### config.mk
export PLATFORM = sky130hd
export DESIGN_NAME = vdes_front
export DESIGN_NICKNAME = d
export VERILOG_FILES = /design/src/vdes_pkg.sv /design/src/vdes_front.sv
export VERILOG_INCLUDE_DIRS = /design/src /design/src/src
export SDC_FILE = /design/constraint.sdc
export NUM_CORES = 2
export LEC_CHECK = 0
export CAP_MARGIN = 25
export CORE_MARGIN = 2
export CORE_UTILIZATION = 62
export CTS_BUF_LIST = sky130_fd_sc_hd__clkbuf_8
export DETAILED_ROUTE_END_ITERATION = 10
export DONT_BUFFER_PORTS = 1
export PLACE_DENSITY = 0.87
export SLEW_MARGIN = 0
export SYNTH_ARGS = -nofsm -noshare
export SYNTH_HDL_FRONTEND = slang
export SYNTH_SLANG_ARGS = --single-unit
### constraint.sdc
create_clock -name clock -period 10.45 [get_ports clock]
set_clock_uncertainty 0.2 [all_clocks]
set_input_delay 0.5225 -clock clock [delete_from_list [all_inputs] [get_ports clock]]
set_output_delay 0.5225 -clock clock [all_outputs]
set_load 0.05 [all_outputs]
### src/vbf_dijet_event_selector_core_macros.svh
// Assertion helpers shared by the selector modules
`ifndef VBF_DIJET_EVENT_SELECTOR_CORE_MACROS_SVH
`define VBF_DIJET_EVENT_SELECTOR_CORE_MACROS_SVH

// same-cycle implication
`define VDES_ASSERT_NOW(label, clk, rst, ante, cons, msg) \
   label: assert property (@(posedge clk) disable iff (rst) (ante) |-> (cons)) \
      else $error(msg);

// next-cycle implication
`define VDES_ASSERT_NEXT(label, clk, rst, ante, cons, msg) \
   label: assert property (@(posedge clk) disable iff (rst) (ante) |=> (cons)) \
      else $error(msg);

`endif

### src/vdes_pkg.sv
package vdes_pkg;

   localparam int MOM_W       = 16;
   localparam int ETA_W       = 12;
   localparam int ETA_DIFF_W  = ETA_W + 1;
   localparam int PROD_W      = 2 * MOM_W;
   localparam int PT_SQ_W     = PROD_W + 1;
   localparam int SUM_W       = MOM_W + 1;
   localparam int SQ_W        = 2 * SUM_W;
   localparam int MASS_W      = SQ_W + 3;
   localparam int WIDE_W      = 64;

   localparam int MET_MIN_W   = 34;
   localparam int PT_MIN_W    = 34;
   localparam int GAP_MIN_W   = 12;
   localparam int MASS_MIN_W  = 36;
   localparam int CSR_DATA_W  = 36;
   localparam int CSR_IDX_W   = 2;
   localparam int LEVEL_W     = 3;

   localparam int Q_DEPTH     = 4;
   localparam int Q_PTR_W     = $clog2(Q_DEPTH);
   localparam int Q_CNT_W     = $clog2(Q_DEPTH + 1);

   localparam logic [CSR_IDX_W-1:0] CSR_MET_MIN  = 2'd0;
   localparam logic [CSR_IDX_W-1:0] CSR_PT_MIN   = 2'd1;
   localparam logic [CSR_IDX_W-1:0] CSR_GAP_MIN  = 2'd2;
   localparam logic [CSR_IDX_W-1:0] CSR_MASS_MIN = 2'd3;

   localparam logic [MET_MIN_W-1:0]  MET_MIN_RST  = 34'd640000;
   localparam logic [PT_MIN_W-1:0]   PT_MIN_RST   = 34'd57600;
   localparam logic [GAP_MIN_W-1:0]  GAP_MIN_RST  = 12'd1024;
   localparam logic [MASS_MIN_W-1:0] MASS_MIN_RST = 36'd64000000;

   typedef enum logic [LEVEL_W-1:0] {
      LVL_FAIL    = 3'd0,
      LVL_PRESEL  = 3'd1,
      LVL_TAG_PT  = 3'd2,
      LVL_ETA_GAP = 3'd3,
      LVL_MASS    = 3'd4,
      LVL_VETO    = 3'd5
   } level_type;

   typedef struct packed {
      logic [MET_MIN_W-1:0]  met_min_sq;
      logic [PT_MIN_W-1:0]   jet_pt_min_sq;
      logic [GAP_MIN_W-1:0]  eta_gap_min;
      logic [MASS_MIN_W-1:0] mass_min_sq;
   } cfg_type;

   // classified jet item handed from front to back
   typedef struct packed {
      logic                    start;
      logic                    last;
      logic                    present;
      logic signed [MOM_W-1:0] px;
      logic signed [MOM_W-1:0] py;
      logic signed [MOM_W-1:0] pz;
      logic [MOM_W-1:0]        energy;
      logic signed [ETA_W-1:0] eta;
      logic                    met_ok;
      logic                    pt_ok;
   } item_type;

   typedef struct packed {
      logic pair;
      logic met_ok;
      logic tags_ok;
      logic veto;
   } flags_type;

endpackage

### src/vdes_front.sv
`include "vbf_dijet_event_selector_core_macros.svh"

module vdes_front (
   input  logic                           clock,
   input  logic                           reset,
   input  vdes_pkg::cfg_type              cfg,
   input  logic                           req_valid,
   output logic                           req_stall,
   input  logic                           req_event_start,
   input  logic                           req_event_end,
   input  logic                           req_jet_present,
   input  logic signed [vdes_pkg::MOM_W-1:0] req_jet_px,
   input  logic signed [vdes_pkg::MOM_W-1:0] req_jet_py,
   input  logic signed [vdes_pkg::MOM_W-1:0] req_jet_pz,
   input  logic [vdes_pkg::MOM_W-1:0]     req_jet_energy,
   input  logic signed [vdes_pkg::ETA_W-1:0] req_jet_eta,
   input  logic signed [vdes_pkg::MOM_W-1:0] req_met_px,
   input  logic signed [vdes_pkg::MOM_W-1:0] req_met_py,
   output logic                           push_valid,
   input  logic                           push_ready,
   output vdes_pkg::item_type             push_item
);
   import vdes_pkg::*;

   logic                     s1_valid_ff, s1_valid_in;
   item_type                 s1_item_ff;
   logic [PROD_W-1:0]        s1_px2_ff, s1_py2_ff, s1_mx2_ff, s1_my2_ff;
   logic                     s2_valid_ff, s2_valid_in;
   item_type                 s2_item_ff, s2_item_in;
   logic                     s1_ready, s2_ready;
   logic signed [PROD_W-1:0] px2, py2, mx2, my2;
   logic [PT_SQ_W-1:0]       pt_sq, met_sq;

   assign s2_ready  = !s2_valid_ff || push_ready;
   assign s1_ready  = !s1_valid_ff || s2_ready;
   assign req_stall = !s1_ready;

   assign px2 = req_jet_px * req_jet_px;
   assign py2 = req_jet_py * req_jet_py;
   assign mx2 = req_met_px * req_met_px;
   assign my2 = req_met_py * req_met_py;

   assign s1_valid_in = s1_ready ? req_valid : s1_valid_ff;
   assign s2_valid_in = s2_ready ? s1_valid_ff : s2_valid_ff;

   always_comb begin
      pt_sq              = PT_SQ_W'(s1_px2_ff) + PT_SQ_W'(s1_py2_ff);
      met_sq             = PT_SQ_W'(s1_mx2_ff) + PT_SQ_W'(s1_my2_ff);
      s2_item_in         = s1_item_ff;
      s2_item_in.pt_ok   = WIDE_W'(pt_sq) > WIDE_W'(cfg.jet_pt_min_sq);
      s2_item_in.met_ok  = WIDE_W'(met_sq) > WIDE_W'(cfg.met_min_sq);
   end

   always_ff @(posedge clock) begin
      if (reset) begin
         s1_valid_ff <= 1'b0;
         s2_valid_ff <= 1'b0;
      end else begin
         s1_valid_ff <= s1_valid_in;
         s2_valid_ff <= s2_valid_in;
      end
   end

   always_ff @(posedge clock) begin
      if (req_valid && s1_ready) begin
         s1_item_ff.start   <= req_event_start;
         s1_item_ff.last    <= req_event_end;
         s1_item_ff.present <= req_jet_present;
         s1_item_ff.px      <= req_jet_px;
         s1_item_ff.py      <= req_jet_py;
         s1_item_ff.pz      <= req_jet_pz;
         s1_item_ff.energy  <= req_jet_energy;
         s1_item_ff.eta     <= req_jet_eta;
         s1_item_ff.met_ok  <= 1'b0;
         s1_item_ff.pt_ok   <= 1'b0;
         s1_px2_ff          <= $unsigned(px2);
         s1_py2_ff          <= $unsigned(py2);
         s1_mx2_ff          <= $unsigned(mx2);
         s1_my2_ff          <= $unsigned(my2);
      end
      if (s1_valid_ff && s2_ready) begin
         s2_item_ff <= s2_item_in;
      end
   end

   assign push_valid = s2_valid_ff;
   assign push_item  = s2_item_ff;

   `VDES_ASSERT_NEXT(a_front_s1_hold, clock, reset, s1_valid_ff && !s2_ready,
      s1_valid_ff, "front stage lost an item while blocked")
   `VDES_ASSERT_NEXT(a_front_s2_fill, clock, reset, s1_valid_ff && s2_ready,
      s2_valid_ff, "front item did not reach second stage")

endmodule

==> impl_metrics.ini <==
[synth]
synth_area_leaders = fa_1, edfxtp_1, ha_1, inv_1, xnor2_1
synth_most_common_cell = inv_1
syn-cell-area_sq_mm = 0.0483
syn_inst = 4769
ys_seq_area_share_pct = 17.6
synth_nets = 6430
syn_avg_cell_area_sq_um = 10.1
synthDistinctLibCells = 71
yosysWarnings = 0
synth_edf_count = 282
synth_top_area_share_pct = 38.7
ys.flop_type = edfxtp_1
synth_seq_cells = 284
synth-async-reset-ratio_pct = 0
yosys.area.top_type = fa_1
synth_common_cells = inv_1, fa_1, ha_1, nand2_1, edfxtp_1

[setup_path]
path_delay_family = adder cells
worstPathRequired_ns = 10.63
critPathSlowestCell = fa_1
worstPathCellList = inv_1 > nor2_1 > fa_1 > fa_1 > fa_1 > fa_1 > fa_1 > inv_1 > fa_1 > inv_1 > ha_1 > o2111ai_1 > inv_1 > a221oi_1 > o21ai_1 > a211o_1 > a2111oi_0 > o21bai_1 > a21oi_1 > xnor2_1
reg2regPathDepth = 19
cp_common_cell = fa_1
reg2reg_slack_ns = 5.29
max_stage_delay_ns = 0.79
cp-end-kind = register
r2r_end = push_item[1]
r2r_start = s1_my2_ff[3]
worst-path-buf-inv = 4
path_class = in -> reg
setup.worst_path.start_class = input pin
cp_max_fo = 17
cp.arrival_ns = 6.92

[cts]
clk_pin_slew_ns = 0.07
post_cts_buffers = 0
ctsResizeCount = 0
clock_sinks = 284
htree_levels = 2
cts_buffers = 49
cts_hold_buf = 85
cts_tree = built
root_buffer = clkbuf_8
clock_path_buffers = 3
clk_latency_ns = 0.64

[sta]
period_share_pct = 64.5
final-setup-viol-count = 0
hold_violations = 0
tightest_slew_ns = 0.914
final_max_slew_viol_count = 0
grt_setup_unrepaired = false
relSlewSlack_pct = 39.1
timing.fmax_mhz = 148
tns_ns = 0
fin_crit_ns = 6.74

[die]
fp.dieW_microns = 283
ios = 314
die-height_microns = 283
rows = 102
fp.coreArea_sq_mm = 0.0773
die_area_sq_mm = 0.0801
initial_utilization_pct = 62.4

[global_routing]
grt_max_degree = 85
grt_use_total_pct = 28.8
grt.overflow.total = 0
grt_pass1_wl_mm = 183
antenna_found_initial = 6
grt_pass1_vias = 37200

[placement]
port_buffers = 0
place_congestion = 0.923
dpl.hpwl_mm = 88.5

[routing]
vias = 32800
ant_nets = 0
post-route-drc-count = 0
wl_per_cell_microns = 18.7
firstDrtPassIters = 5
via_per_inst = 5.56
totalWireLength_mm = 110
dr.first_iter.drc_count = 2074

[hold_path]
hold_depth = 2
min_delay_worst_endpoint = s1_py2_ff[3]
hp-class = in -> reg
min_from = req_jet_py[0]

[finish]
fin_nets = 6485
drive_above_1_share_pct = 2.59
regArea_sq_mm = 0.00851
multi_input_area_sq_mm = 0.0344
syn2layout_area_growth_pct = 6.00
fillers = 5778

[run_status]
status = completed

[run]
maxCapViolCount = 0
-- cells in the final DEF, fill, tap and decap left out, drive strengths merged, types with 5 or more instances in the layout --
cell and n:
xor2 43, and4 7, ha 496, fa 934
clkbuf 50, a211oi 12, nand2b 29, nor2 233
o21bai 22, a31o 21, a31oi 14, o211ai 9
nand2 335, clkinv 22, nor3 37, xnor2 175
inv 1359, a21boi 7, o21a 45, nand4 19
nand3 19, and2 144, dlygate4sd3 85, a21oi 133
a21o 81, mux2i 5, edfxtp 282, or3 5
o21ai 80, a2111oi 5, o41ai 7, nor2b 37
buf 6, and3 21, or2 18, o311ai 5
-- stage by stage --
step	std cells	area (sq um)	setup slack (ns)	hold WS, ns	utilization (%)
floorplan	4769	48300	3.45	0.200	-
global placement	5726	49300	3.26	0.201	63.7
detailed placement	5727	49300	3.13	0.205	63.8
CTS	5900	51200	3.84	0.000287	66.1
global route	5901	51200	3.44	0.0335	66.2
finish	5902	51200	3.71	0.0718	66.2
-- flip-flops by register name (all words and copies together), names as in the netlist --
signal / cells
s1_px2_ff: 30
push_valid: 1
s1_my2_ff: 31
push_item: 81
s1_py2_ff: 30
s1_valid_ff: 1
s1_mx2_ff: 31
s1_item_ff: 79
-- worst max path at each step --
stage / end / start / slack [ns] / depth (start not counted)
after floorplan: s1_item_ff[10] / push_valid / 3.45 / 3
after global placement: s1_py2_ff[31] / req_jet_py[15] / 3.26 / 20
after detailed placement: s1_py2_ff[31] / req_jet_py[15] / 3.13 / 20
after CTS: s1_py2_ff[31] / req_jet_py[15] / 3.84 / 20
after global routing: s1_py2_ff[31] / req_jet_py[15] / 3.44 / 20
final: s1_py2_ff[31] / req_jet_py[15] / 3.71 / 20
-- cell families after synthesis --
kind of cell	Yosys count	share of synthesized area [%]
simple gates	920	8.92
fa+ha+maj	1430	51.6
compound gates	476	6.66
buf+inv	1436	11.2
xor+xnor	218	3.95
mux	5	0.104
flops	284	17.6
-- final cells by class --
class,instances,area share (%)
diodes,1,0.00489
inverters,1349,9.89
multi-input cells,3049,67.2
clock inverters,38,0.548
well taps,1040,2.54
repair buffers,91,1.83
clock buffers,50,1.34
flip-flops and latches,284,16.6
-- per-layer routing --
metal	track usage, %	share of wire, %	vias to the layer above
met5	0	0.048	-
li1	-	-	14700
met1	33.4	36	16500
met2	52.8	53	1244
met3	4.31	6.6	349
met4	12.3	4.5	8
Power is left out: the tool's default activity adds up to more than one toggle a clock period on the data nets, which glitch-free logic cannot reach.
