===== src/vbf_dijet_event_selector_core_macros.svh =====
// Assertion helpers shared by the selector modules
`ifndef VBF_DIJET_EVENT_SELECTOR_CORE_MACROS_SVH
`define VBF_DIJET_EVENT_SELECTOR_CORE_MACROS_SVH

// same-cycle implication
`define VDES_ASSERT_NOW(label, clk, rst, ante, cons, msg) \
   label: assert property (@(posedge clk) disable iff (rst) (ante) |-> (cons)) \
      else $error(msg);

// next-cycle implication
`define VDES_ASSERT_NEXT(label, clk, rst, ante, cons, msg) \
   label: assert property (@(posedge clk) disable iff (rst) (ante) |=> (cons)) \
      else $error(msg);

`endif


===== src/vdes_pkg.sv =====
package vdes_pkg;

   localparam int MOM_W       = 16;
   localparam int ETA_W       = 12;
   localparam int ETA_DIFF_W  = ETA_W + 1;
   localparam int PROD_W      = 2 * MOM_W;
   localparam int PT_SQ_W     = PROD_W + 1;
   localparam int SUM_W       = MOM_W + 1;
   localparam int SQ_W        = 2 * SUM_W;
   localparam int MASS_W      = SQ_W + 3;
   localparam int WIDE_W      = 64;

   localparam int MET_MIN_W   = 34;
   localparam int PT_MIN_W    = 34;
   localparam int GAP_MIN_W   = 12;
   localparam int MASS_MIN_W  = 36;
   localparam int CSR_DATA_W  = 36;
   localparam int CSR_IDX_W   = 2;
   localparam int LEVEL_W     = 3;

   localparam int Q_DEPTH     = 4;
   localparam int Q_PTR_W     = $clog2(Q_DEPTH);
   localparam int Q_CNT_W     = $clog2(Q_DEPTH + 1);

   localparam logic [CSR_IDX_W-1:0] CSR_MET_MIN  = 2'd0;
   localparam logic [CSR_IDX_W-1:0] CSR_PT_MIN   = 2'd1;
   localparam logic [CSR_IDX_W-1:0] CSR_GAP_MIN  = 2'd2;
   localparam logic [CSR_IDX_W-1:0] CSR_MASS_MIN = 2'd3;

   localparam logic [MET_MIN_W-1:0]  MET_MIN_RST  = 34'd640000;
   localparam logic [PT_MIN_W-1:0]   PT_MIN_RST   = 34'd57600;
   localparam logic [GAP_MIN_W-1:0]  GAP_MIN_RST  = 12'd1024;
   localparam logic [MASS_MIN_W-1:0] MASS_MIN_RST = 36'd64000000;

   typedef enum logic [LEVEL_W-1:0] {
      LVL_FAIL    = 3'd0,
      LVL_PRESEL  = 3'd1,
      LVL_TAG_PT  = 3'd2,
      LVL_ETA_GAP = 3'd3,
      LVL_MASS    = 3'd4,
      LVL_VETO    = 3'd5
   } level_type;

   typedef struct packed {
      logic [MET_MIN_W-1:0]  met_min_sq;
      logic [PT_MIN_W-1:0]   jet_pt_min_sq;
      logic [GAP_MIN_W-1:0]  eta_gap_min;
      logic [MASS_MIN_W-1:0] mass_min_sq;
   } cfg_type;

   // classified jet item handed from front to back
   typedef struct packed {
      logic                    start;
      logic                    last;
      logic                    present;
      logic signed [MOM_W-1:0] px;
      logic signed [MOM_W-1:0] py;
      logic signed [MOM_W-1:0] pz;
      logic [MOM_W-1:0]        energy;
      logic signed [ETA_W-1:0] eta;
      logic                    met_ok;
      logic                    pt_ok;
   } item_type;

   typedef struct packed {
      logic pair;
      logic met_ok;
      logic tags_ok;
      logic veto;
   } flags_type;

endpackage


===== src/vdes_back.sv =====
`include "vbf_dijet_event_selector_core_macros.svh"

module vdes_back (
   input  logic                              clock,
   input  logic                              reset,
   input  vdes_pkg::cfg_type                 cfg,
   input  logic                              pop_valid,
   output logic                              pop_ready,
   input  vdes_pkg::item_type                pop_item,
   output logic                              rsp_valid,
   input  logic                              rsp_stall,
   output logic [vdes_pkg::LEVEL_W-1:0]      rsp_pass_level,
   output logic [vdes_pkg::ETA_W-1:0]        rsp_eta_gap,
   output logic signed [vdes_pkg::MASS_W-1:0] rsp_dijet_mass_sq
);
   import vdes_pkg::*;

   // event state
   logic [1:0]              jet_count_ff, jet_count_in;
   logic                    met_ok_ff, met_ok_in;
   logic signed [MOM_W-1:0] lead_px_ff, lead_px_in, lead_py_ff, lead_py_in;
   logic signed [MOM_W-1:0] lead_pz_ff, lead_pz_in;
   logic [MOM_W-1:0]        lead_energy_ff, lead_energy_in;
   logic signed [ETA_W-1:0] lead_eta_ff, lead_eta_in;
   logic                    lead_pt_ok_ff, lead_pt_ok_in;
   logic signed [MOM_W-1:0] sec_px_ff, sec_px_in, sec_py_ff, sec_py_in;
   logic signed [MOM_W-1:0] sec_pz_ff, sec_pz_in;
   logic [MOM_W-1:0]        sec_energy_ff, sec_energy_in;
   logic signed [ETA_W-1:0] sec_eta_ff, sec_eta_in;
   logic                    sec_pt_ok_ff, sec_pt_ok_in;
   logic                    veto_hit_ff, veto_hit_in;

   // result pipeline
   logic                    r1_valid_ff, r2_valid_ff, r3_valid_ff, out_valid_ff;
   flags_type               r1_flags_ff, r1_flags_in, r2_flags_ff, r3_flags_ff;
   logic [SUM_W-1:0]        r1_se_ff;
   logic signed [SUM_W-1:0] r1_sx_ff, r1_sy_ff, r1_sz_ff;
   logic signed [ETA_W-1:0] r1_eta_a_ff, r1_eta_b_ff;
   logic [SQ_W-1:0]         r2_se2_ff, r2_sx2_ff, r2_sy2_ff, r2_sz2_ff;
   logic [ETA_W-1:0]        r2_gap_ff, r2_gap_in, r3_gap_ff;
   logic                    r2_gap_ok_ff, r2_gap_ok_in, r3_gap_ok_ff;
   logic signed [MASS_W-1:0] r3_mass_ff, r3_mass_in;
   logic [LEVEL_W-1:0]      out_level_ff;
   level_type               out_level_in;
   logic [ETA_W-1:0]        out_gap_ff;
   logic signed [MASS_W-1:0] out_mass_ff;

   logic                    take, between, mass_ok;
   logic                    out_ready, r3_ready, r2_ready, r1_ready;
   logic signed [ETA_DIFF_W-1:0] eta_diff;
   logic signed [SQ_W-1:0]  sx2, sy2, sz2;

   assign out_ready = !out_valid_ff || !rsp_stall;
   assign r3_ready  = !r3_valid_ff || out_ready;
   assign r2_ready  = !r2_valid_ff || r3_ready;
   assign r1_ready  = !r1_valid_ff || r2_ready;
   assign pop_ready = r1_ready;
   assign take      = pop_valid && pop_ready;

   assign between = (pop_item.eta > lead_eta_ff && pop_item.eta < sec_eta_ff) ||
                    (pop_item.eta > sec_eta_ff && pop_item.eta < lead_eta_ff);

   always_comb begin
      jet_count_in   = jet_count_ff;
      met_ok_in      = met_ok_ff;
      lead_px_in     = lead_px_ff;
      lead_py_in     = lead_py_ff;
      lead_pz_in     = lead_pz_ff;
      lead_energy_in = lead_energy_ff;
      lead_eta_in    = lead_eta_ff;
      lead_pt_ok_in  = lead_pt_ok_ff;
      sec_px_in      = sec_px_ff;
      sec_py_in      = sec_py_ff;
      sec_pz_in      = sec_pz_ff;
      sec_energy_in  = sec_energy_ff;
      sec_eta_in     = sec_eta_ff;
      sec_pt_ok_in   = sec_pt_ok_ff;
      veto_hit_in    = veto_hit_ff;
      if (pop_item.start) begin
         met_ok_in     = pop_item.met_ok;
         jet_count_in  = 2'd0;
         lead_pt_ok_in = 1'b0;
         sec_pt_ok_in  = 1'b0;
         veto_hit_in   = 1'b0;
      end
      if (pop_item.present) begin
         case (jet_count_in)
            2'd0: begin
               lead_px_in     = pop_item.px;
               lead_py_in     = pop_item.py;
               lead_pz_in     = pop_item.pz;
               lead_energy_in = pop_item.energy;
               lead_eta_in    = pop_item.eta;
               lead_pt_ok_in  = pop_item.pt_ok;
               jet_count_in   = 2'd1;
            end
            2'd1: begin
               sec_px_in     = pop_item.px;
               sec_py_in     = pop_item.py;
               sec_pz_in     = pop_item.pz;
               sec_energy_in = pop_item.energy;
               sec_eta_in    = pop_item.eta;
               sec_pt_ok_in  = pop_item.pt_ok;
               jet_count_in  = 2'd2;
            end
            default: begin
               if (pop_item.pt_ok && between) begin
                  veto_hit_in = 1'b1;
               end
            end
         endcase
      end
      r1_flags_in.pair    = jet_count_in == 2'd2;
      r1_flags_in.met_ok  = met_ok_in;
      r1_flags_in.tags_ok = lead_pt_ok_in && sec_pt_ok_in;
      r1_flags_in.veto    = veto_hit_in;
   end

   always_ff @(posedge clock) begin
      if (reset) begin
         jet_count_ff   <= 2'd0;
         met_ok_ff      <= 1'b0;
         lead_px_ff     <= '0;
         lead_py_ff     <= '0;
         lead_pz_ff     <= '0;
         lead_energy_ff <= '0;
         lead_eta_ff    <= '0;
         lead_pt_ok_ff  <= 1'b0;
         sec_px_ff      <= '0;
         sec_py_ff      <= '0;
         sec_pz_ff      <= '0;
         sec_energy_ff  <= '0;
         sec_eta_ff     <= '0;
         sec_pt_ok_ff   <= 1'b0;
         veto_hit_ff    <= 1'b0;
      end else if (take) begin
         jet_count_ff   <= jet_count_in;
         met_ok_ff      <= met_ok_in;
         lead_px_ff     <= lead_px_in;
         lead_py_ff     <= lead_py_in;
         lead_pz_ff     <= lead_pz_in;
         lead_energy_ff <= lead_energy_in;
         lead_eta_ff    <= lead_eta_in;
         lead_pt_ok_ff  <= lead_pt_ok_in;
         sec_px_ff      <= sec_px_in;
         sec_py_ff      <= sec_py_in;
         sec_pz_ff      <= sec_pz_in;
         sec_energy_ff  <= sec_energy_in;
         sec_eta_ff     <= sec_eta_in;
         sec_pt_ok_ff   <= sec_pt_ok_in;
         veto_hit_ff    <= veto_hit_in;
      end
   end

   // stage 2 combinational: squares and eta gap
   assign sx2 = r1_sx_ff * r1_sx_ff;
   assign sy2 = r1_sy_ff * r1_sy_ff;
   assign sz2 = r1_sz_ff * r1_sz_ff;

   always_comb begin
      eta_diff     = ETA_DIFF_W'(r1_eta_a_ff) - ETA_DIFF_W'(r1_eta_b_ff);
      if (eta_diff[ETA_DIFF_W-1]) begin
         eta_diff = -eta_diff;
      end
      r2_gap_in    = r1_flags_ff.pair ? eta_diff[ETA_W-1:0] : '0;
      r2_gap_ok_in = WIDE_W'(r2_gap_in) > WIDE_W'(cfg.eta_gap_min);
   end

   // stage 3 combinational: mass squared
   always_comb begin
      r3_mass_in = $signed(MASS_W'(r2_se2_ff) - MASS_W'(r2_sx2_ff)
                          - (MASS_W'(r2_sy2_ff) + MASS_W'(r2_sz2_ff)));
      if (!r2_flags_ff.pair) begin
         r3_mass_in = '0;
      end
   end

   // output stage combinational: cut cascade
   always_comb begin
      mass_ok      = !r3_mass_ff[MASS_W-1] &&
                     WIDE_W'(r3_mass_ff[MASS_W-2:0]) > WIDE_W'(cfg.mass_min_sq);
      out_level_in = LVL_FAIL;
      if (r3_flags_ff.pair && r3_flags_ff.met_ok) begin
         out_level_in = LVL_PRESEL;
         if (r3_flags_ff.tags_ok) begin
            out_level_in = LVL_TAG_PT;
            if (r3_gap_ok_ff) begin
               out_level_in = LVL_ETA_GAP;
               if (mass_ok) begin
                  out_level_in = LVL_MASS;
                  if (!r3_flags_ff.veto) begin
                     out_level_in = LVL_VETO;
                  end
               end
            end
         end
      end
   end

   always_ff @(posedge clock) begin
      if (reset) begin
         r1_valid_ff  <= 1'b0;
         r2_valid_ff  <= 1'b0;
         r3_valid_ff  <= 1'b0;
         out_valid_ff <= 1'b0;
      end else begin
         if (r1_ready) begin
            r1_valid_ff <= take && pop_item.last;
         end
         if (r2_ready) begin
            r2_valid_ff <= r1_valid_ff;
         end
         if (r3_ready) begin
            r3_valid_ff <= r2_valid_ff;
         end
         if (out_ready) begin
            out_valid_ff <= r3_valid_ff;
         end
      end
   end

   always_ff @(posedge clock) begin
      if (take && pop_item.last) begin
         r1_flags_ff <= r1_flags_in;
         r1_se_ff    <= SUM_W'(lead_energy_in) + SUM_W'(sec_energy_in);
         r1_sx_ff    <= SUM_W'(lead_px_in) + SUM_W'(sec_px_in);
         r1_sy_ff    <= SUM_W'(lead_py_in) + SUM_W'(sec_py_in);
         r1_sz_ff    <= SUM_W'(lead_pz_in) + SUM_W'(sec_pz_in);
         r1_eta_a_ff <= lead_eta_in;
         r1_eta_b_ff <= sec_eta_in;
      end
      if (r1_valid_ff && r2_ready) begin
         r2_flags_ff  <= r1_flags_ff;
         r2_se2_ff    <= r1_se_ff * r1_se_ff;
         r2_sx2_ff    <= $unsigned(sx2);
         r2_sy2_ff    <= $unsigned(sy2);
         r2_sz2_ff    <= $unsigned(sz2);
         r2_gap_ff    <= r2_gap_in;
         r2_gap_ok_ff <= r2_gap_ok_in;
      end
      if (r2_valid_ff && r3_ready) begin
         r3_flags_ff  <= r2_flags_ff;
         r3_mass_ff   <= r3_mass_in;
         r3_gap_ff    <= r2_gap_ff;
         r3_gap_ok_ff <= r2_gap_ok_ff;
      end
      if (r3_valid_ff && out_ready) begin
         out_level_ff <= out_level_in;
         out_gap_ff   <= r3_gap_ff;
         out_mass_ff  <= r3_mass_ff;
      end
   end

   assign rsp_valid         = out_valid_ff;
   assign rsp_pass_level    = out_level_ff;
   assign rsp_eta_gap       = out_gap_ff;
   assign rsp_dijet_mass_sq = out_mass_ff;

   `VDES_ASSERT_NOW(a_back_count_sat, clock, reset, 1'b1,
      jet_count_ff != 2'd3, "jet count went past two")
   `VDES_ASSERT_NEXT(a_back_end_result, clock, reset, take && pop_item.last,
      r1_valid_ff, "end item produced no result")

endmodule


===== config.mk =====
export PLATFORM = sky130hd
export DESIGN_NAME = vdes_back
export DESIGN_NICKNAME = d
export VERILOG_FILES = /design/src/vdes_pkg.sv /design/src/vdes_back.sv
export VERILOG_INCLUDE_DIRS = /design/src /design/src/src
export SDC_FILE = /design/constraint.sdc
export NUM_CORES = 2
export LEC_CHECK = 0
export BUFFER_PORTS_ARGS = -buffer_cell sky130_fd_sc_hd__buf_4
export CORE_MARGIN = 2
export CORE_UTILIZATION = 45
export DETAILED_ROUTE_END_ITERATION = 10
export PLACE_DENSITY = 0.69
export SYNTH_ARGS = -nofsm -noshare
export SYNTH_HDL_FRONTEND = slang
export SYNTH_SLANG_ARGS = --single-unit
export TNS_END_PERCENT = 5

===== constraint.sdc =====
create_clock -name clock -period 15.6 [get_ports clock]
set_input_delay 1.56 -clock clock [delete_from_list [all_inputs] [get_ports clock]]
set_output_delay 1.56 -clock clock [all_outputs]
set_load 0.01 [all_outputs]

==> impl_results.md <==
* Syn avg cell area at between 9 and 10 um^2
* Row count at roughly 140
* RSZ-0062 raised after global routing: false
* RR Startpoint: r1_sy_ff[3]$_DFFE_PP_
* Fmax at ~130 MHz
* Largest net degree at the start of global routing at around 140
* Largest cells by area after synthesis: fa_1 30%, edfxtp_1 16%, ha_1 12%, inv_1 8.5%, dfxtp_1 5.0%
* Worst-Margin Slew at about 1200 ps
* H-tree levels at 2
* CP startpoint kind: flop
* Clock buffer count from CTS at 58
* Fin crit period at 7500 ps
* Clock Skews at ~83 ps
* Die area at between 100000 and 150000 um^2
* MaxCap Viol Count at 0
* CTS Buffer Depth at 3
* Netlist Area Pre-Place at between 60000 and 70000 um^2
* Critical Path AT at around 8000 ps
* Hold Crit Class: flop to flop
* Dominant cell type by area after synthesis: fa_1
* Worst Path Required at around 16000 ps
* Sink Count at approximately 510
* Initial antenna violation count at 8
* Fillers at between 10000 and 15000
* Post-Synthesis Cells at between 6000 and 7000
* Synth-to-layout area growth at 8.51%
* GRT overflow at 0
* R2R cell count at 22
* Tcrit/Tclk final at 0.481
* Syn Nets at approximately 8400
* Headroom to the max-slew limit at 0.175
* CP max FO at 15
* Setup bufs post-CTS at 0
* Dominant synthesized flop cell: edfxtp_1
* Slew Viols, Final at 0
* Most common cell after layout, fill and taps aside: inv_1
* Die height at ~390 um
* TritonCTS clock tree: yes
* Core Footprint at 144000 um^2
* Hold bufs inserted after CTS at 0
* DRT Pass-1 Iters at 5
* CP Class: flop to flop
* Nets@finish at approximately 8500
* Layout cells sized above 1 at 0.0697
* Clock slew at reported path FFs at 60 ps
* I/O Buffers at around 190
* Die Span X at approximately 390 um
* Yosys warns at 0
* DR vias/cell at about 5.1
* Clk_lat worst skew at slightly above 700 ps
* Post-synth EDFFs at 351
* Resized Gates After CTS at 0
* Yosys cell types at between 70 and 80
* Worst setup path start: r1_sy_ff[3]$_DFFE_PP_
* Via Count at approximately 44000
* Initial DRC Count at 2627
* Most frequent cells in the layout: 1479 x inv_1, 994 x fa_1, 639 x ha_1, 430 x nand2_1, 409 x nor2_1
* Routability Congestion at roughly 0.89
* R2R Setup Slk at approximately 8100 ps
* Post-synth ARST share at 0
* Crit. End Element: flop
* Top Ports at around 260
* Worst r2r dst: r2_sy2_ff[32]$_DFFE_PP_
* Post-Route WL at approximately 150 mm
* Antenna Nets Post-Route at 0
* Routed wire per std cell at around 17 um
* DP HPWL at 119 mm
* Outcome: finished, final reports clean
* Drt drc at 0
* Final hold viol count at 0
* Gr usage total at 0.203
* Critical Path End: r2_sy2_ff[32]$_DFFE_PP_
* Vias in the first global route at between 40000 and 50000
* # setup viols final at 0
* First-pass GRT wire length at around 240 mm
* Synthesis-stage register bit count at ~510
* Seq/Total Area, Yosys at 0.211
* Share of the synthesized area in the top cell type at 0.304
* Final setup TNS at 0 ps
* CTS root buffer: clkbuf_16
* Initial core utilization at 0.454
-- worst max-delay path, cell delays in order (launching register included) --
cell and delay [ps]:
edfxtp_1 820, inv_1 370, nor2_1 320, inv_1 100
fa_1 500, inv_1 50, fa_1 390, fa_1 550
fa_1 430, fa_1 490, inv_1 50, fa_1 470
inv_1 40, ha_1 330, a21o_1 200, a21o_1 160
a21oi_1 340, o21ai_0 160, a31oi_1 470, o31ai_1 230
or4_1 470, nand2_1 130, o311ai_1 110
-- cell usage after synthesis, types with 15 or more instances --
master	number
o211ai_1	15
edfxtp_1	351
o21ai_1	46
o21bai_1	37
nand3_1	44
inv_1	1480
xor2_1	78
a31oi_1	18
dfxtp_1	162
a211oi_1	31
o31ai_1	15
o21ai_0	105
nor3_1	48
mux2_2	125
o21a_1	50
and3_1	31
mux2i_1	135
fa_1	994
nand2b_1	41
nor2b_1	85
a21o_1	101
and2_1	254
nand2_1	430
clkbuf_1	145
xnor2_1	243
ha_1	639
nor2_1	409
a21oi_1	248
or3_1	17
nand4_1	37
-- per-layer routing --
layer  GRT usage  routed length (um)  share of wire  vias up
li1            -                   -              -    21129
met1       0.277               65000           0.45    22093
met3      0.0356                9080          0.062      203
met5           0                   0              0        -
met4      0.0562                3810          0.026        0
met2       0.334               68100           0.47     1032
-- stage by stage --
stage / area (um^2) / cells / hold slack, ps / utilization / worst slack, ps
floorplan: 65400 / 6597 / 400 / - / 2170
global placement: 68800 / 8554 / 402 / 0.478 / 8210
detailed placement: 68800 / 8554 / 405 / 0.478 / 8190
CTS: 70900 / 8664 / 419 / 0.493 / 8150
global route: 70900 / 8667 / 424 / 0.493 / 7740
finish: 70900 / 8668 / 419 / 0.493 / 8100
-- kinds of logic (layout without fill, tap and decap cells) --
logic type	Yosys count	count (layout)	share of synthesized area
other cells	0	4	0
buf+inv	1640	1804	0.0942
compound gates	792	792	0.0785
fa+ha+maj	1633	1633	0.427
flops	513	513	0.211
xor+xnor	321	321	0.0430
mux	260	260	0.0422
simple gates	1438	1438	0.104
-- worst min path at each step --
stage / from / to / slack [ps] / cells past startpoint
floorplan: r1_flags_ff[0]$_DFFE_PP_ / r2_flags_ff[0]$_DFFE_PP_ / 400 / 0
global placement: r2_flags_ff[0]$_DFFE_PP_ / r3_flags_ff[0]$_DFFE_PP_ / 400 / 0
detailed placement: r2_gap_ff[9]$_DFFE_PP_ / r3_gap_ff[9]$_DFFE_PP_ / 400 / 0
CTS: r2_gap_ff[9]$_DFFE_PP_ / r3_gap_ff[9]$_DFFE_PP_ / 420 / 0
global route: r2_flags_ff[2]$_DFFE_PP_ / r3_flags_ff[2]$_DFFE_PP_ / 420 / 0
finish: r2_gap_ff[9]$_DFFE_PP_ / r3_gap_ff[9]$_DFFE_PP_ / 420 / 0
-- cell type report --
class                           instances  area (um^2)  area share
Clock buffer                           70         1530      0.0215
Antenna cell                            4         10.0    0.000141
Sequential cell                       513        13800       0.194
Timing Repair Buffer                  211         1600      0.0226
Multi-Input combinational cell       4444        45500       0.641
Inverter                             1483         5570      0.0785
Tap cell                             1903         2380      0.0336
Clock inverter                         40          591     0.00833
-- sequential cells by signal (all words and copies together) (netlist names), 16 cells and up --
| register | cells |
|---|---|
| lead_energy_ff | 16 |
| r2_sx2_ff | 33 |
| r2_sy2_ff | 33 |
| r1_sz_ff | 17 |
| r2_se2_ff | 33 |
| r1_sx_ff | 17 |
| r3_mass_ff | 37 |
| sec_py_ff | 16 |
| sec_pz_ff | 16 |
| sec_energy_ff | 16 |
| lead_py_ff | 16 |
| r1_sy_ff | 17 |
| rsp_dijet_mass_sq | 37 |
| r2_sz2_ff | 33 |
| lead_pz_ff | 16 |
| r1_se_ff | 17 |
| lead_px_ff | 16 |
| sec_px_ff | 16 |
Power is left out: the tool's default activity adds up to more than one toggle a clock period on the data nets, which glitch-free logic cannot reach.
