[config.mk]
export PLATFORM = sky130hd
export DESIGN_NAME = vdes_queue
export DESIGN_NICKNAME = d
export VERILOG_FILES = /design/src/vdes_pkg.sv /design/src/vdes_queue.sv
export VERILOG_INCLUDE_DIRS = /design/src /design/src/src
export SDC_FILE = /design/constraint.sdc
export NUM_CORES = 1
export LEC_CHECK = 0
export ABC_AREA = 1
export BUFFER_PORTS_ARGS = -buffer_cell sky130_fd_sc_hd__buf_2
export CAP_MARGIN = 20
export CORE_ASPECT_RATIO = 1.5
export CORE_UTILIZATION = 35
export DETAILED_ROUTE_END_ITERATION = 12
export PLACE_DENSITY = 0.57
export SLEW_MARGIN = 10
export SYNTH_ARGS = -nofsm -noshare
export SYNTH_HDL_FRONTEND = slang
export SYNTH_SLANG_ARGS = --single-unit
[constraint.sdc]
create_clock -name clock -period 8.99 [get_ports clock]
set_input_delay 2.697 -clock clock [delete_from_list [all_inputs] [get_ports clock]]
set_output_delay 2.697 -clock clock [all_outputs]
set_load 0.01 [all_outputs]
[src/vbf_dijet_event_selector_core_macros.svh]
// Assertion helpers shared by the selector modules
`ifndef VBF_DIJET_EVENT_SELECTOR_CORE_MACROS_SVH
`define VBF_DIJET_EVENT_SELECTOR_CORE_MACROS_SVH

// same-cycle implication
`define VDES_ASSERT_NOW(label, clk, rst, ante, cons, msg) \
   label: assert property (@(posedge clk) disable iff (rst) (ante) |-> (cons)) \
      else $error(msg);

// next-cycle implication
`define VDES_ASSERT_NEXT(label, clk, rst, ante, cons, msg) \
   label: assert property (@(posedge clk) disable iff (rst) (ante) |=> (cons)) \
      else $error(msg);

`endif

[src/vdes_pkg.sv]
package vdes_pkg;

   localparam int MOM_W       = 16;
   localparam int ETA_W       = 12;
   localparam int ETA_DIFF_W  = ETA_W + 1;
   localparam int PROD_W      = 2 * MOM_W;
   localparam int PT_SQ_W     = PROD_W + 1;
   localparam int SUM_W       = MOM_W + 1;
   localparam int SQ_W        = 2 * SUM_W;
   localparam int MASS_W      = SQ_W + 3;
   localparam int WIDE_W      = 64;

   localparam int MET_MIN_W   = 34;
   localparam int PT_MIN_W    = 34;
   localparam int GAP_MIN_W   = 12;
   localparam int MASS_MIN_W  = 36;
   localparam int CSR_DATA_W  = 36;
   localparam int CSR_IDX_W   = 2;
   localparam int LEVEL_W     = 3;

   localparam int Q_DEPTH     = 4;
   localparam int Q_PTR_W     = $clog2(Q_DEPTH);
   localparam int Q_CNT_W     = $clog2(Q_DEPTH + 1);

   localparam logic [CSR_IDX_W-1:0] CSR_MET_MIN  = 2'd0;
   localparam logic [CSR_IDX_W-1:0] CSR_PT_MIN   = 2'd1;
   localparam logic [CSR_IDX_W-1:0] CSR_GAP_MIN  = 2'd2;
   localparam logic [CSR_IDX_W-1:0] CSR_MASS_MIN = 2'd3;

   localparam logic [MET_MIN_W-1:0]  MET_MIN_RST  = 34'd640000;
   localparam logic [PT_MIN_W-1:0]   PT_MIN_RST   = 34'd57600;
   localparam logic [GAP_MIN_W-1:0]  GAP_MIN_RST  = 12'd1024;
   localparam logic [MASS_MIN_W-1:0] MASS_MIN_RST = 36'd64000000;

   typedef enum logic [LEVEL_W-1:0] {
      LVL_FAIL    = 3'd0,
      LVL_PRESEL  = 3'd1,
      LVL_TAG_PT  = 3'd2,
      LVL_ETA_GAP = 3'd3,
      LVL_MASS    = 3'd4,
      LVL_VETO    = 3'd5
   } level_type;

   typedef struct packed {
      logic [MET_MIN_W-1:0]  met_min_sq;
      logic [PT_MIN_W-1:0]   jet_pt_min_sq;
      logic [GAP_MIN_W-1:0]  eta_gap_min;
      logic [MASS_MIN_W-1:0] mass_min_sq;
   } cfg_type;

   // classified jet item handed from front to back
   typedef struct packed {
      logic                    start;
      logic                    last;
      logic                    present;
      logic signed [MOM_W-1:0] px;
      logic signed [MOM_W-1:0] py;
      logic signed [MOM_W-1:0] pz;
      logic [MOM_W-1:0]        energy;
      logic signed [ETA_W-1:0] eta;
      logic                    met_ok;
      logic                    pt_ok;
   } item_type;

   typedef struct packed {
      logic pair;
      logic met_ok;
      logic tags_ok;
      logic veto;
   } flags_type;

endpackage

[src/vdes_queue.sv]
`include "vbf_dijet_event_selector_core_macros.svh"

module vdes_queue (
   input  logic               clock,
   input  logic               reset,
   input  logic               push_valid,
   output logic               push_ready,
   input  vdes_pkg::item_type push_item,
   output logic               pop_valid,
   input  logic               pop_ready,
   output vdes_pkg::item_type pop_item
);
   import vdes_pkg::*;

   item_type             slot_ff [Q_DEPTH];
   logic [Q_PTR_W-1:0]   wr_ptr_ff, wr_ptr_in;
   logic [Q_PTR_W-1:0]   rd_ptr_ff, rd_ptr_in;
   logic [Q_CNT_W-1:0]   count_ff, count_in;
   logic                 push, pop;

   assign push_ready = count_ff != Q_CNT_W'(Q_DEPTH);
   assign pop_valid  = count_ff != '0;
   assign pop_item   = slot_ff[rd_ptr_ff];
   assign push       = push_valid && push_ready;
   assign pop        = pop_valid && pop_ready;

   always_comb begin
      wr_ptr_in = push ? wr_ptr_ff + 1'b1 : wr_ptr_ff;
      rd_ptr_in = pop ? rd_ptr_ff + 1'b1 : rd_ptr_ff;
      count_in  = count_ff;
      if (push && !pop) begin
         count_in = count_ff + 1'b1;
      end else if (pop && !push) begin
         count_in = count_ff - 1'b1;
      end
   end

   always_ff @(posedge clock) begin
      if (reset) begin
         wr_ptr_ff <= '0;
         rd_ptr_ff <= '0;
         count_ff  <= '0;
      end else begin
         wr_ptr_ff <= wr_ptr_in;
         rd_ptr_ff <= rd_ptr_in;
         count_ff  <= count_in;
      end
   end

   always_ff @(posedge clock) begin
      if (push) begin
         slot_ff[wr_ptr_ff] <= push_item;
      end
   end

   `VDES_ASSERT_NOW(a_queue_bound, clock, reset, 1'b1,
      count_ff <= Q_CNT_W'(Q_DEPTH), "item queue overfilled")

endmodule

==> results of run 1 <==
[how the worst max path moves through the flow]
stage | startpoint | to | slack [ps] | cells past startpoint
floorplan | push_valid | slot_ff[0][0] | 2280 | 2
global placement | flip-flop | pop_item[47] | 3820 | 4
detailed placement | push_valid | slot_ff[1][60] | 3810 | 4
CTS | flip-flop | pop_item[37] | 3200 | 4
global route | flip-flop | pop_item[76] | 3030 | 4
finish | flip-flop | pop_item[37] | 3270 | 4
[area by class of cell]
class / instances / area (um2) / area share
flip-flops and latches: 333 / 9915 / 0.6747
multi-input cells: 450 / 2253 / 0.1534
diodes: 5 / 12.51 / 0.0008515
clock buffers: 36 / 794.5 / 0.05407
repair buffers: 175 / 895.9 / 0.06097
inverters: 16 / 72.57 / 0.004939
clock inverters: 20 / 158.9 / 0.01081
well taps: 473 / 591.8 / 0.04028
[tightest hold or removal path, stage by stage, from the launching register on]
cell,delay (ps)
dfxtp_1,320
nand2_1,70
a21oi_1,80
[through the flow]
stage / total power, mW / instance area, um2 / hold WS (ps) / util / instances
finish: 4.133 / 14690 / 511.5 / 0.4173 / 1508
detailed placement: 2.956 / 13730 / 504.5 / 0.3899 / 1447
global placement: 2.943 / 13730 / 483.6 / 0.3899 / 1447
global route: 4.346 / 14690 / 527.5 / 0.4173 / 1507
floorplan: 2.605 / 12560 / 459.4 / - / 851
CTS: 4.198 / 14680 / 514.4 / 0.4170 / 1503
[routing by layer]
metal / routed length [um] / up-vias / global-route usage
li1: - / 3504 / -
met1: 11040 / 3712 / 0.1694
met2: 14520 / 174 / 0.2701
met3: 1591 / 41 / 0.03567
met4: 511 / 8 / 0.05147
met5: 47 / - / 0
[power by group]
part | internal [mW] | switching [mW]
logic | 0.300 | 0.642
registers | 1.89 | 0.0658
clock network | 0.688 | 0.550
total | 2.88 | 1.26
[Yosys cell counts (all sizes together)]
| cell type | n | area [um2] |
|---|---|---|
| edfxtp | 324 | 9729 |
| nor2 | 176 | 710.7 |
| o21ai | 163 | 815.8 |
| o22ai | 81 | 506.7 |
| clkbuf | 28 | 115.1 |
| buf | 24 | 244.0 |
| inv | 15 | 63.81 |
| nand2 | 15 | 56.30 |
| dfxtp | 9 | 180.2 |
| ha | 5 | 62.56 |
| nand3 | 4 | 20.02 |
| a21oi | 3 | 15.01 |
| clkinv | 1 | 8.760 |
| fa | 1 | 20.02 |
| nand3b | 1 | 7.510 |
| xor2 | 1 | 8.760 |
[cell families (layout without fill, tap and decap cells)]
kind of cell    Yosys count  count (layout)
buf+inv                  68             247
xor+xnor                  1               1
simple gates            196             196
flops                   333             333
other cells               0               5
fa+ha+maj                 6               6
compound gates          247             247
[state kept, by name, indices dropped and copies added, names as in the netlist, named ones only]
name       count
slot_ff      324
count_ff       3
rd_ptr_ff      2
wr_ptr_ff      2
==> reports/metrics.yaml, run 1 <==
cp_max_fo: 100
p_leak_nw: 5.040
numCtsBuffers: 31
crit_slowest_cell: "buf_4"
cp_top_family: "buffers and inverters"
root_buffer: "clkbuf_16"
cts_buffer_depth: 3
post_drt_wl_per_cell_um: 18.37
syn_area_um2: 12560
synth_cell_types: 23
antenna_found_initial: 9
critPathMaxStageDelay_ps: 850
fin_crit_sh: 0.6360
clkSinkCount: 333
hold_buffers: 0
timing.hold.worst.start: "rd_ptr_ff[1]"
boundaryPins: 168
fillers: 3252
synthMuxAreaShare: 0
whs_path_depth: 2
irDropWorstVdd_mv: 0.1888
tns_ps: 0
final_common_cell: "edfxtp_1"
worst_r2r_path_depth: 5
cts_tree: "done"
synth_compound_area_frac: 0.1065
drtAntennaViolNets: 0
start_kind: "flip-flop"
drtIter0Drc: 391
area_delta_synth_final_pct: 16.95
wl_um: 27710
timing.rr.end: "slot_ff[1][63]"
coreArea_um2: 35210
regToRegSetupSlack_ps: 6130
row_count: 84
power_density_nw_per_um2: 281.3
finalMaxSlewViolations: 0
synth_top_family_by_area: "compound AO/OA/AOI/OAI gates"
vias_per_cell: 4.933
syn_nets: 942
cts_resized: 0
finalSetupViolCount: 0
dp_hpwl_um: 14870
period_needed_ps: 5718
first_pass_iters: 4
gp_congestion: 0.7085
grt_overflow: 0
yosys.area_share.simple: 0.06323
grt_max_degree: 163
synth_seq_cells: 333
dp_worst_setup_slack_ps: 3811
cp-end-kind: "output pin"
cp_data_arrival_time_ps: 3020
rsz0062_at_grt: "no"
post-cts-setup-buffers: 0
layout-drive-gt1-share: 0.2408
worst_pin_slew_ps: 1028
syn_inst: 851
die_x_um: 156.7
initial_core_util: 0.3569
worstSetupPathType: "flip-flop to output pin"
grt_pass1_wl_um: 41070
via_count: 7439
skew_ps: 8.155
synth.avg_cell_area_um2: 14.76
grt_pass1_vias: 7370
cp_num_buf_inv: 2
max_freq_mhz: 174.9
fin_ws_ps: 3272
hold_viol_final: 0
status: "complete, no violations"
hold_path.class: "flip-flop to flip-flop"
yosysSeqAreaShare: 0.7887
yosysWarnings: 0
clock_latency_ps: 560
crit_required_ps: 6290
final_cell_mix: "edfxtp_1, buf_2, nor2_1, o21ai_0, o22ai_1"
dieArea_um2: 36680
drc_errors: 0
crit_path_cell_trace: "buf_4, o21ai_0, o22ai_1, buf_2"
clk_pin_slew_worst_paths_ps: 60
synth-adder-area-share: 0.006572
grt_use_total: 0.1489
h-tree-depth: 1
r2r_start: "count_ff[0]"
cap_violations: 0
synth_xor_area_frac: 0.0006971
die_h_um: 234.1
numPortBuffers: 167
relSlewSlack: 0.3145
fin_nets: 1098
Power figures use the tool's default switching activity.
==> run 2, diff against run 1 <==
PLACE_DENSITY = 0.59   (was 0.57)
clock period = 4.9 ns   (was 8.99 ns; I/O delays follow)
==> reports/metrics.yaml, run 2 (same netlist as run 1, synthesis figures left out) <==
top_register: "slot_ff"
initial_core_util: 0.3569  # unchanged
wl_um: 27640  # -0.26%
area_delta_synth_final_pct: 17.30
numPortBuffers: 167  # unchanged
ff_latch_area_um2: 9915  # unchanged
row_count: 84  # unchanged
p_switching_mw: 2.309  # +84%
boundaryPins: 168  # unchanged
fin_util: 0.4186  # +0.001244
swShare: 0.3054  # +0.001292
via_count: 7393  # -0.62%
finalSetupViolCount: 0  # unchanged
root_buffer: "clkbuf_16"
cp-end-kind: "output pin"
skew_ps: 12.27  # +4.119 ps
hold_viol_final: 0  # unchanged
p_seq_frac: 0.475  # +0.002
cts_tree: "done"
post-cts-setup-buffers: 0  # unchanged
gp_congestion: 0.7246  # +2.3%
status: "complete, no violations"
start_kind: "flip-flop"
final_cell_mix: "edfxtp_1, buf_2, nor2_1, o21ai_0, o22ai_1"
worstSetupPathType: "flip-flop to output pin"
h-tree-depth: 1  # unchanged
endpoint: "pop_item[28]"
drtIter0Drc: 427  # +9.2%
cts_buffer_depth: 3  # unchanged
dp_hpwl_um: 14760  # -0.73%
rsz0062_at_grt: "no"
numCtsBuffers: 31  # unchanged
reg.largest.list: "slot_ff x324, count_ff x3"
largest_reg_flops: 324  # unchanged
p_leak_nw: 5.033  # -0.14%
placed_area_um2: 13800  # +0.49%
coreArea_um2: 35210  # unchanged
fillers: 3203  # -1.5%
crit_required_ps: 3430  # -2860 ps
drc_errors: 0  # unchanged
post_drt_wl_per_cell_um: 18.34  # -0.19%
holdWs_ps: 509.1  # -2.393 ps
drtAntennaViolNets: 0  # unchanged
grt_overflow: 0  # unchanged
clk_pin_slew_worst_paths_ps: 60  # about the same
stdcell_area_um2: 14740  # +0.30%
cap_violations: 0  # unchanged
final_common_cell: "edfxtp_1"
cp_max_fo: 162  # +62%
power_frac_comb: 0.231  # +0.003
hold_buffers: 0  # unchanged
clock_latency_ps: 560  # about the same
relSlewSlack: 0.3610  # +0.04656
timing.rr.end: "slot_ff[0][35]"
cts_resized: 0  # unchanged
period_needed_ps: 4106
p_int_mw: 5.251  # +83%
fin_nets: 1097  # -0.091%
clockPowerShare: 0.294  # -0.006
fin_crit_sh: 0.8379
regToRegSetupSlack_ps: 2610  # -3520 ps
die_h_um: 234.1  # unchanged
grt_max_degree: 163  # unchanged
layout-drive-gt1-share: 0.2362  # -0.004625
finalMaxSlewViolations: 0  # unchanged
worst_r2r_path_depth: 5  # unchanged
grt_use_total: 0.1473  # -0.001556
die_x_um: 156.7  # unchanged
hold_path.class: "flip-flop to flip-flop"
r2r_start: "count_ff[0]"
first_pass_iters: 4  # unchanged
grt_pass1_vias: 7270  # -1.4%
multi_input_area_um2: 2253  # unchanged
fin_ws_ps: 794.1  # -2478 ps
vias_per_cell: 4.906  # -0.55%
dieArea_um2: 36680  # unchanged
tns_ps: 0  # unchanged
worst_pin_slew_ps: 958.5  # -69.84 ps
cp_data_arrival_time_ps: 2640  # -380 ps
dp_worst_setup_slack_ps: 1360  # -2450 ps
max_freq_mhz: 243.6
antenna_found_initial: 9  # unchanged
power_density_nw_per_um2: 513.0  # +82%
clkSinkCount: 333  # unchanged
irDropWorstVdd_mv: 0.2464  # +31%
grt_pass1_wl_um: 41000  # -0.17%
## run 2: how the worst min path moves through the flow
stage,cells after the start,from,endpoint,slack (ps)
3_3_place_gp,2,rd_ptr_ff[0],rd_ptr_ff[0],490
6_report,2,rd_ptr_ff[0],rd_ptr_ff[0],510
5_1_grt,2,rd_ptr_ff[0],rd_ptr_ff[0],560
4_1_cts,2,rd_ptr_ff[0],rd_ptr_ff[0],510
2_1_floorplan,2,rd_ptr_ff[1],flip-flop,460
3_5_place_dp,2,rd_ptr_ff[0],rd_ptr_ff[0],500
## run 2: area by class of cell
| type | count | share of cell area |
|---|---|---|
| Antenna cell | 5 | 0.0008490 |
| Clock buffer | 38 | 0.05442 |
| Clock inverter | 18 | 0.008659 |
| Inverter | 16 | 0.004924 |
| Multi-Input combinational cell | 450 | 0.1529 |
| Sequential cell | 333 | 0.6727 |
| Tap cell | 473 | 0.04016 |
| Timing Repair Buffer | 174 | 0.06537 |
## run 2: through the flow
stage | total power [mW] | instances
finish | 7.560 | 1507
detailed placement | 5.446 | 1446
floorplan | 4.779 | 851
CTS | 7.669 | 1502
global placement | 5.410 | 1446
global route | 7.938 | 1507
## run 2: worst max-delay path, cell delays in order, from the launching register on
cell	delay, ps
dfxtp_4	860
inv_8	500
o21ai_0	350
o22ai_1	140
buf_2	160
## run 2: power by group through the flow
stage	clock, mW	combinational, mW	sequential (mW)
finish	2.22	1.75	3.59
global route	2.38	1.94	3.62
CTS	2.28	1.80	3.59
detailed placement	0	1.79	3.65
global placement	0	1.77	3.64
floorplan	0	1.17	3.61
## run 2: layer usage
| layer | GRT usage | routed length (um) | part of all wire | vias to the layer above |
|---|---|---|---|---|
| met5 | 0 | 46 | 0.0017 | - |
| met4 | 0.05729 | 795 | 0.029 | 8 |
| met3 | 0.03160 | 1610 | 0.058 | 52 |
| met2 | 0.2574 | 14320 | 0.52 | 181 |
| met1 | 0.1763 | 10860 | 0.39 | 3648 |
| li1 | - | - | - | 3504 |
==> run 3, diff against run 2 <==
clock period = 3.3 ns   (was 4.9 ns; I/O delays follow)
==> reports/metrics.yaml, run 3 (same netlist as run 1, synthesis figures left out) <==
status: "complete, no violations"
cts_buffer_depth: 3  # unchanged
p_int_mw: 7.968  # +52%
hold_path.class: "flip-flop to flip-flop"
boundaryPins: 168  # unchanged
drtAntennaViolNets: 0  # unchanged
grt_use_total: 0.1460  # -0.001366
post-cts-setup-buffers: 0  # unchanged
fin_nets: 1107  # +0.91%
fin_crit_sh: 0.9477
numCtsBuffers: 31  # unchanged
p_switching_mw: 3.396  # +47%
finalSetupViolCount: 0  # unchanged
grt_pass1_vias: 7287  # +0.23%
coreArea_um2: 35210  # unchanged
final_cell_mix: "edfxtp_1, buf_2, nor2_1, o21ai_0, o22ai_1"
drtIter0Drc: 279  # -35%
die_x_um: 156.7  # unchanged
swShare: 0.2988  # -0.006615
cap_violations: 0  # unchanged
hold_buffers: 0  # unchanged
initial_core_util: 0.3569  # unchanged
fin_util: 0.4223  # +0.003731
layout-drive-gt1-share: 0.2454  # +0.009277
drc_errors: 0  # unchanged
post_drt_wl_per_cell_um: 17.88  # -2.5%
dp_hpwl_um: 13890  # -5.9%
fillers: 3188  # -0.47%
power_density_nw_per_um2: 764.3  # +49%
irDropWorstVdd_mv: 0.6548  # +170%
p_seq_frac: 0.462  # -0.013
relSlewSlack: 0.5305  # +0.1695
cts_tree: "done"
power_frac_comb: 0.240  # +0.009
largest_reg_flops: 324  # unchanged
area_delta_synth_final_pct: 18.34
clock_latency_ps: 560  # about the same
worstSetupPathType: "flip-flop to output pin"
clockPowerShare: 0.298  # +0.004
root_buffer: "clkbuf_16"
gp_congestion: 0.7365  # +1.6%
die_h_um: 234.1  # unchanged
grt_pass1_wl_um: 40060  # -2.3%
grt_max_degree: 163  # unchanged
skew_ps: 7.566  # -4.708 ps
row_count: 84  # unchanged
p_leak_nw: 5.098  # +1.3%
max_freq_mhz: 319.7
dieArea_um2: 36680  # unchanged
cp_max_fo: 162  # unchanged
cp_data_arrival_time_ps: 2140  # -500 ps
antenna_found_initial: 5  # -4
numPortBuffers: 167  # unchanged
finalMaxSlewViolations: 0  # unchanged
rsz0062_at_grt: "no"
worst_pin_slew_ps: 704.2  # -254.3 ps
cts_resized: 0  # unchanged
top_register: "slot_ff"
grt_overflow: 0  # unchanged
regToRegSetupSlack_ps: 1170  # -1440 ps
h-tree-depth: 1  # unchanged
final_common_cell: "edfxtp_1"
start_kind: "flip-flop"
via_count: 7401  # +0.11%
wl_um: 27090  # -2.0%
vias_per_cell: 4.885  # -0.42%
cp-end-kind: "output pin"
period_needed_ps: 3127
hold_viol_final: 0  # unchanged
holdWs_ps: 501.6  # -7.555 ps
first_pass_iters: 5  # +1
reg.largest.list: "slot_ff x324, count_ff x3"
clkSinkCount: 333  # unchanged
clk_pin_slew_worst_paths_ps: 60  # about the same
crit_required_ps: 2310  # -1120 ps
## run 3: area by class of cell
type | count | area (um2) | share of cell area
antenna | 3 | 7.507 | 0.0005049
clock buffer | 43 | 840.8 | 0.05655
clock inverter | 13 | 125.1 | 0.008415
inverter | 16 | 72.57 | 0.004880
multi-input combinational | 450 | 2253 | 0.1515
sequential | 333 | 9915 | 0.6668
tap | 473 | 591.8 | 0.03980
timing repair buffer | 184 | 1064 | 0.07152
## run 3: power by group through the flow
stage	logic, mW	registers, mW	clock network, mW
finish	2.73	5.25	3.39
global route	3.05	5.28	3.63
CTS	2.80	5.25	3.48
detailed placement	2.79	5.34	0
global placement	2.77	5.33	0
floorplan	1.74	5.33	0
## run 3: final timing paths
path	depth (start not counted)	start	end
setup / recovery	4	flip-flop	pop_item[32]
hold / removal	2	rd_ptr_ff[0]	flip-flop
setup reg to reg	9	count_ff[1]	count_ff[1]
hold reg to reg	2	rd_ptr_ff[0]	flip-flop
## run 3: critical path, cell delays in order (launching register included)
cell and delay [ps]:
dfxtp_4 390, buf_12 530, o21ai_0 210, o22ai_1 220
buf_2 180
## run 3: stage by stage
stage          instances  worst slack (ps)  power, mW  cell area [um2]  TNS [ps]
2_1_floorplan        851            -386.0      7.074            12570   -125080
3_3_place_gp        1456             696.9      8.102            13900         0
3_5_place_dp        1456             680.4      8.124            13900         0
4_1_cts             1512             124.4      11.53            14860         0
5_1_grt             1515             1.472      11.96            14870         0
6_report            1515             172.5      11.36            14870         0
## run 3: routing by layer
metal	track usage	share of wire	vias up
li1	-	-	3518
met2	0.2640	0.51	166
met4	0.05913	0.028	4
met3	0.03197	0.057	51
met1	0.1653	0.40	3662
met5	0	0.00066	-
